===== config.mk =====
export PLATFORM = sky130hd
export DESIGN_NAME = luhn_card_number_check
export DESIGN_NICKNAME = d
export VERILOG_FILES = /design/src/lcc_pkg.sv /design/src/luhn_card_number_check.sv /design/src/lcc_dabble_unit.sv
export VERILOG_INCLUDE_DIRS = /design/src /design/src/src
export SDC_FILE = /design/constraint.sdc
export NUM_CORES = 1
export LEC_CHECK = 0
export BUFFER_PORTS_ARGS = -buffer_cell sky130_fd_sc_hd__buf_2
export CORE_AREA = 2 2 148 150
export CTS_BUF_LIST = sky130_fd_sc_hd__clkbuf_4
export DETAILED_ROUTE_END_ITERATION = 10
export DIE_AREA = 0 0 150 152
export HOLD_SLACK_MARGIN = 0.15
export PLACE_DENSITY = 0.67
export SYNTH_ARGS = -nofsm -noshare
export SYNTH_HDL_FRONTEND = slang
export SYNTH_SLANG_ARGS = --single-unit

===== constraint.sdc =====
create_clock -name clk -period 3.97 [get_ports clk]
set_input_delay 0.5955 -clock clk [delete_from_list [all_inputs] [get_ports clk]]
set_output_delay 0.5955 -clock clk [all_outputs]
set_load 0.1 [all_outputs]

===== src/assert_macros.svh =====
// assertion helpers used by the rtl
`ifndef ASSERT_MACROS_SVH
`define ASSERT_MACROS_SVH

`ifndef NO_ASSERTIONS
`define LCC_ASSERT(lbl, clk, rst_n, prop, msg) \
	lbl: assert property (@(posedge clk) disable iff (!rst_n) prop) else $error(msg);
`define LCC_ASSERT_ALWAYS(lbl, clk, prop, msg) \
	lbl: assert property (@(posedge clk) prop) else $error(msg);
`else
`define LCC_ASSERT(lbl, clk, rst_n, prop, msg)
`define LCC_ASSERT_ALWAYS(lbl, clk, prop, msg)
`endif

`endif


===== src/lcc_pkg.sv =====
package lcc_pkg;

	localparam int CARD_W     = 54;
	localparam int BCD_DIGITS = 17;
	localparam int BCD_W      = 4 * BCD_DIGITS;
	localparam int BIT_CNT_W  = 6;
	localparam int DIGIT_CNT_W = 5;

	localparam logic [BIT_CNT_W-1:0]   DABBLE_LAST = BIT_CNT_W'(CARD_W - 1);
	localparam logic [DIGIT_CNT_W-1:0] DIGIT_CNT_MAX = DIGIT_CNT_W'(BCD_DIGITS);

	// lengths that may carry a brand
	localparam logic [DIGIT_CNT_W-1:0] LEN_SHORT = 5'd13;
	localparam logic [DIGIT_CNT_W-1:0] LEN_MID   = 5'd15;
	localparam logic [DIGIT_CNT_W-1:0] LEN_LONG  = 5'd16;

	// leading digit pairs
	localparam logic [3:0] AMEX_HI   = 4'd3;
	localparam logic [3:0] AMEX_LO_A = 4'd4;
	localparam logic [3:0] AMEX_LO_B = 4'd7;
	localparam logic [3:0] MC_HI     = 4'd5;
	localparam logic [3:0] MC_LO_MIN = 4'd1;
	localparam logic [3:0] MC_LO_MAX = 4'd5;
	localparam logic [3:0] VISA_HI   = 4'd4;

	typedef enum logic [1:0] {
		BRAND_INVALID,
		BRAND_AMEX,
		BRAND_MASTERCARD,
		BRAND_VISA
	} lcc_brand_t;

	typedef enum logic [1:0] {
		ST_IDLE,
		ST_CONV,
		ST_SCAN
	} lcc_state_t;

	typedef struct packed {
		logic load;
		logic dabble;
		logic shift_digit;
	} lcc_cmd_t;

	// doubled digit folded to the sum of its decimal digits
	function automatic logic [3:0] double_fold(input logic [3:0] d);
		logic [4:0] d2;
		d2 = {d, 1'b0};
		if (d2 >= 5'd10) begin
			d2 = d2 - 5'd9;
		end
		return d2[3:0];
	endfunction

	function automatic logic [3:0] add_mod10(input logic [3:0] s, input logic [3:0] d);
		logic [4:0] t;
		t = {1'b0, s} + {1'b0, d};
		if (t >= 5'd10) begin
			t = t - 5'd10;
		end
		return t[3:0];
	endfunction

	function automatic lcc_brand_t brand_of(input logic [3:0] hi, input logic [3:0] lo);
		lcc_brand_t b;
		b = BRAND_INVALID;
		case (hi)
			AMEX_HI: begin
				if (lo == AMEX_LO_A || lo == AMEX_LO_B) begin
					b = BRAND_AMEX;
				end
			end
			MC_HI: begin
				if (lo inside {[MC_LO_MIN:MC_LO_MAX]}) begin
					b = BRAND_MASTERCARD;
				end
			end
			VISA_HI: begin
				b = BRAND_VISA;
			end
			default: begin
				b = BRAND_INVALID;
			end
		endcase
		return b;
	endfunction

endpackage


===== src/luhn_card_number_check.sv =====
// sequence: the binary to bcd shifter converts one bit a cycle, then the digits are
// scanned one per cycle until the bcd register is zero, then the result is loaded
// a new card number is taken only in idle, once the last result is loaded; the
// next beat is taken while a result waits
// reset: arst_n clears the sequencer and the output valid, the block comes up idle
`include "assert_macros.svh"

module luhn_card_number_check
	import lcc_pkg::*;
#(
	parameter int MAX_DIGITS = 16
) (
	input  logic              clk,
	input  logic              arst_n,
	input  logic              in_valid,
	output logic              in_stall,
	input  logic [CARD_W-1:0] card_value,
	output logic              out_valid,
	input  logic              out_stall,
	output logic [1:0]        brand,
	output logic              luhn_ok,
	output logic [4:0]        digit_total
);

	localparam logic [DIGIT_CNT_W-1:0] MaxLen = DIGIT_CNT_W'(MAX_DIGITS);

	lcc_state_t state_q, state_d;
	lcc_cmd_t   cmd;
	logic [BIT_CNT_W-1:0]   bit_cnt_q;
	logic [DIGIT_CNT_W-1:0] digit_cnt_q;
	logic [3:0] sum_q;
	logic [3:0] hi_q;
	logic [3:0] lo_q;
	logic [3:0] digit;
	logic [3:0] digit_term;
	logic       bcd_zero;
	logic       take_digit;
	logic       write_out;
	logic       len_ok;
	lcc_brand_t brand_d;

	logic       out_valid_q;
	lcc_brand_t brand_q;
	logic       luhn_ok_q;
	logic [DIGIT_CNT_W-1:0] digit_total_q;

	lcc_dabble_unit u_dabble (
		.clk        (clk),
		.cmd        (cmd),
		.card_value (card_value),
		.digit      (digit),
		.bcd_zero   (bcd_zero)
	);

	always_comb begin
		state_d    = state_q;
		cmd        = '0;
		take_digit = 1'b0;
		write_out  = 1'b0;
		in_stall   = 1'b1;
		case (state_q)
			ST_IDLE: begin
				in_stall = 1'b0;
				if (in_valid) begin
					cmd.load = 1'b1;
					state_d  = ST_CONV;
				end
			end
			ST_CONV: begin
				cmd.dabble = 1'b1;
				if (bit_cnt_q == DABBLE_LAST) begin
					state_d = ST_SCAN;
				end
			end
			ST_SCAN: begin
				if (!bcd_zero) begin
					cmd.shift_digit = 1'b1;
					take_digit      = 1'b1;
				end else if (!out_valid_q || !out_stall) begin
					write_out = 1'b1;
					state_d   = ST_IDLE;
				end
			end
			default: begin
				state_d = ST_IDLE;
			end
		endcase
	end

	// even positions from the right are doubled
	assign digit_term = digit_cnt_q[0] ? double_fold(digit) : digit;

	assign len_ok = (digit_cnt_q == LEN_SHORT || digit_cnt_q == LEN_MID ||
		digit_cnt_q == LEN_LONG) && (digit_cnt_q <= MaxLen);
	assign brand_d = (sum_q == 4'd0 && len_ok) ? brand_of(hi_q, lo_q) : BRAND_INVALID;

	always_ff @(posedge clk or negedge arst_n) begin
		if (!arst_n) begin
			state_q     <= ST_IDLE;
			bit_cnt_q   <= '0;
			digit_cnt_q <= '0;
			sum_q       <= '0;
		end else begin
			state_q <= state_d;
			if (cmd.load) begin
				bit_cnt_q   <= '0;
				digit_cnt_q <= '0;
				sum_q       <= '0;
			end else begin
				if (cmd.dabble) begin
					bit_cnt_q <= bit_cnt_q + 1'b1;
				end
				if (take_digit) begin
					digit_cnt_q <= digit_cnt_q + 1'b1;
					sum_q       <= add_mod10(sum_q, digit_term);
				end
			end
		end
	end

	// last two digits taken are the leading pair
	always_ff @(posedge clk) begin
		if (take_digit) begin
			hi_q <= digit;
			lo_q <= hi_q;
		end
	end

	always_ff @(posedge clk or negedge arst_n) begin
		if (!arst_n) begin
			out_valid_q <= 1'b0;
		end else if (write_out) begin
			out_valid_q <= 1'b1;
		end else if (!out_stall) begin
			out_valid_q <= 1'b0;
		end
	end

	always_ff @(posedge clk) begin
		if (write_out) begin
			brand_q       <= brand_d;
			luhn_ok_q     <= (sum_q == 4'd0);
			digit_total_q <= digit_cnt_q;
		end
	end

	assign out_valid   = out_valid_q;
	assign brand       = brand_q;
	assign luhn_ok     = luhn_ok_q;
	assign digit_total = digit_total_q;

	`LCC_ASSERT(a_rose_from_scan, clk, arst_n, $rose(out_valid) |-> $past(state_q == ST_SCAN), "result beat appeared outside the digit scan")
	`LCC_ASSERT(a_digit_bound, clk, arst_n, digit_cnt_q <= DIGIT_CNT_MAX, "digit count beyond bcd width")
	`LCC_ASSERT(a_conv_bound, clk, arst_n, (state_q == ST_CONV) |-> (bit_cnt_q <= DABBLE_LAST), "conversion ran past the input width")
	`LCC_ASSERT(a_accept_starts, clk, arst_n, (in_valid && !in_stall) |=> (state_q == ST_CONV && bit_cnt_q == '0), "accepted beat did not start conversion")
	`LCC_ASSERT_ALWAYS(a_no_write_on_full, clk, (write_out && out_valid_q) |-> !out_stall, "result overwritten while stalled")

endmodule


===== src/lcc_dabble_unit.sv =====
module lcc_dabble_unit
	import lcc_pkg::*;
(
	input  logic              clk,
	input  lcc_cmd_t          cmd,
	input  logic [CARD_W-1:0] card_value,
	output logic [3:0]        digit,
	output logic              bcd_zero
);

	logic [CARD_W-1:0] bin_q;
	logic [BCD_W-1:0]  bcd_q;
	logic [BCD_W-1:0]  adj;

	// add 3 to every nibble of 5 or more before the shift
	always_comb begin
		for (int i = 0; i < BCD_DIGITS; i++) begin
			if (bcd_q[4*i +: 4] >= 4'd5) begin
				adj[4*i +: 4] = bcd_q[4*i +: 4] + 4'd3;
			end else begin
				adj[4*i +: 4] = bcd_q[4*i +: 4];
			end
		end
	end

	always_ff @(posedge clk) begin
		if (cmd.load) begin
			bin_q <= card_value;
			bcd_q <= '0;
		end else if (cmd.dabble) begin
			bcd_q <= {adj[BCD_W-2:0], bin_q[CARD_W-1]};
			bin_q <= {bin_q[CARD_W-2:0], 1'b0};
		end else if (cmd.shift_digit) begin
			bcd_q <= {4'd0, bcd_q[BCD_W-1:4]};
		end
	end

	assign digit    = bcd_q[3:0];
	assign bcd_zero = (bcd_q == '0);

endmodule


==> metrics.yaml <==
clock_tree:
  cts_tree: "built"
  post_cts_buffers: 0
  htree_levels: 4
  clockBufferDepth: 2
  path_clk_slew_ns: 0.14
  ctsResizeCount: 0
  worstSkewPairLatency_ns: 0.58
  cts_hold_buf: 1
  clock-sinks: 156
  cts_buffers: 17
  root_buffer: "clkbuf_4"
synth:
  avgSynthCellArea_um2: 9.20
  synth_cell_types: 58
  ys_warn_count: 0
  yosysSeqAreaShare_pct: 46.0
  synthesis.nets: 1046
  synth-async-reset-ratio_pct: 11.5
  synth-seq-cells: 156
  syn_inst: 925
  synth_edf_count: 70
  yosys.area.top_type_share_pct: 24.7
  synth_area_leaders: "edfxtp_1, dfxtp_1, ha_1, nand2_1, dfrtp_1"
  yosysTopAreaCell: "edfxtp_1"
  synth_ff_type: "edfxtp_1"
  synthesis.area_um2: 8510
run_status:
  status: "complete, no violations"
grt:
  grt_pass1_vias: 6470
  grt_max_degree: 83
  grt_pass1_wl_um: 31500
  grt_usage_pct: 17.0
  antenna_found_initial: 1
  grt_overflow: 0
finish:
  syn_to_final_growth_pct: 10.1
  utilization_pct: 43.9
  multi_input_area_um2: 4250
  fin_cells: 1269
  fillCellCount: 2110
  layout.nets: 1096
  drive_gt1_share_pct: 12.7
  seq_area_um2: 3910
power_and_ir_drop:
  power_density_nw_per_um2: 910
  sw_frac_of_total_pct: 44.9
  p_comb_share_pct: 49.4
  clockPowerShare_pct: 11.4
  p_leak_uw: 0.00388
  p_sw_uw: 3840
  power.internal_uw: 4700
  vdd.ir_drop.worst_uv: 384
  seqPwrFrac_pct: 39.2
detailed_routing:
  routedWlPerCell_um: 14.9
  firstDrtPassIters: 5
  vias_per_cell: 5.34
  dr_total_vias: 6774
  wirelength_um: 18900
  drcViolationCount: 0
  drtIter0Drc: 500
  ant_nets: 0
setup_path:
  path_cells: "inv_1, ha_1, nand2b_1, a21oi_1, xnor2_1, nand2_1, o21ai_0, fa_1, xnor2_1, ha_1, a21boi_0, o32a_1, mux2_2, o21ai_0"
  crit_slowest_cell: "fa_1"
  critPathMaxFanout: 7
  crit_type: "flop to flop"
  slowest_delay_ns: 0.46
  crit_cells: 14
  cp.arrival_ns: 4.00
  endpoint_kind: "flop"
  worst-path-buf-inv: 1
  rr_worst_depth: 14
  crit_required_ns: 4.46
  crit_end: "sum_q[2]"
  cp-startpoint: "u_dabble.bcd_q[0]"
  ff2ff_setup_slack_ns: 0.47
  reg2reg_from: "u_dabble.bcd_q[0]"
  start_kind: "flop"
  r2r-end: "sum_q[2]"
  critical_path.top_delay_family: "compound AO/OA/AOI/OAI gates"
floorplan:
  core_um2: 21400
  ios: 68
  initial_utilization_pct: 39.9
  die_h_um: 152
  num_rows: 54
  die_area_um2: 22800
  die_x_um: 150
sta:
  hold_viol_final: 0
  tns_ns: 0
  maxSlewViolCount: 0
  setup_viol_count_final: 0
  slew_headroom_pct: 37.9
  clock_skew_ns: 0.0241
  rsz0062_at_grt: "no"
  fmax_mhz: 286
  period_minus_slack_ns: 3.50
  fin_crit_sh_pct: 88.2
  worstMarginPinSlew_ns: 0.929
placed_design:
  portBuffers: 67
  placed_cells: 1235
  routabilityCongestion: 0.822
  dp_hpwl_um: 12600
worst_hold_path:
  hp-class: "primary input to flop"
  hold_depth: 3
flow_run:
  cap_violations: 0
[metrics by stage]
step | total power [uW] | worst slack (ns) | instance area [um2] | hold WS, ns
final | 8530 | 0.469 | 9380 | 0.252
after global routing | 9310 | 0.153 | 9380 | 0.211
after CTS | 8580 | 0.456 | 9370 | 0.198
after detailed placement | 7590 | 0.484 | 9080 | 0.461
after global placement | 7460 | 0.664 | 9080 | 0.461
after floorplan | 6540 | 0.874 | 8510 | 0.300
[worst min path at each step]
stage | start | to
after floorplan | arst_n | bit_cnt_q[0]
after global placement | u_dabble.bcd_q[1] | hi_q[1]
after detailed placement | u_dabble.bcd_q[1] | hi_q[1]
after CTS | out_stall | out_valid
after global routing | card_value[45] | u_dabble.bin_q[45]
final | out_stall | out_valid
[final cells by class]
cell class              count  area share, %
flip-flops and latches    156           41.7
diodes                      1         0.0267
clock buffers              17           1.36
inverters                  42           1.68
repair buffers             78           4.48
well taps                 280           3.74
multi-input cells         680           45.3
clock inverters            15           1.61
[cell usage in the layout (no fill, tap or decap), types with 9 or more instances in the layout]
master and count:
buf_2 67, a221o_1 9, xnor2_1 20, nor3b_1 24
a211oi_1 48, nor3_1 23, o22ai_1 18, o221ai_1 15
nor2b_1 17, nor2_1 69, ha_1 62, nand2b_1 12
dfxtp_1 68, o21ai_0 35, dfrtp_1 18, nand2_1 202
nand3_1 16, clkbuf_4 17, edfxtp_1 70, a21oi_1 32
buf_4 10, inv_1 41, mux2i_1 16
[power groups by stage]
| stage | Clock (uW) | Sequential [uW] | Combinational [uW] |
|---|---|---|---|
| detailed placement | 0 | 3370 | 4220 |
| floorplan | 0 | 3140 | 3400 |
| global placement | 0 | 3360 | 4100 |
| CTS | 1000 | 3340 | 4240 |
| finish | 974 | 3350 | 4210 |
| global route | 1070 | 3450 | 4790 |
[synthesized netlist by cell type, types with 3 or more instances]
cell	n
clkbuf_1	38
nand4_1	5
nand2b_1	13
dfrtp_1	18
dfxtp_1	68
nand3_1	16
nor2_1	69
and3_1	3
nor4_1	6
edfxtp_1	70
a221oi_1	5
a221oi_2	3
a21oi_1	32
ha_1	62
xnor2_1	20
buf_2	5
or4_1	3
inv_1	41
mux2i_1	16
o22ai_1	18
a221o_1	9
mux2_2	3
nand2_1	204
nor2b_1	18
nor3_1	23
o221ai_1	15
o21ai_0	35
a211oi_1	48
nor3b_1	24
[kinds of logic after synthesis]
family | after synthesis | share of synthesized area, %
flip-flops | 156 | 46.0
multiplexers | 19 | 2.28
XOR/XNOR | 22 | 2.26
AND/OR/NAND/NOR | 394 | 21.1
buffers and inverters | 89 | 4.22
AO/OA/AOI/OAI | 182 | 14.8
adder cells (fa/ha/maj) | 63 | 9.35
[state kept, by name, indices dropped and copies added, names as in the netlist]
name and cells:
bit_cnt_q 6, digit_total 5, digit_cnt_q 5, hi_q 4
luhn_ok 1, lo_q 4, brand 2, out_valid 1
u_dabble.bcd_q 68, sum_q 4, u_dabble.bin_q 54, state_q 2
[worst reg2reg max path, cell delays in order (launching register included)]
cell      delay [ns]
dfxtp_1         0.40
inv_1           0.10
ha_1            0.25
nand2b_1        0.10
a21oi_1         0.34
xnor2_1         0.15
nand2_1         0.09
o21ai_0         0.15
fa_1            0.46
xnor2_1         0.26
ha_1            0.28
a21boi_0        0.11
o32a_1          0.33
mux2_2          0.27
o21ai_0         0.13
[metal layers]
layer | share of wire (%) | track usage [%]
met5 | 0 | 0
met4 | 1.2 | 5.48
met3 | 3.1 | 3.21
met1 | 48 | 22.7
met2 | 48 | 27.6
Power figures use the tool's default switching activity.
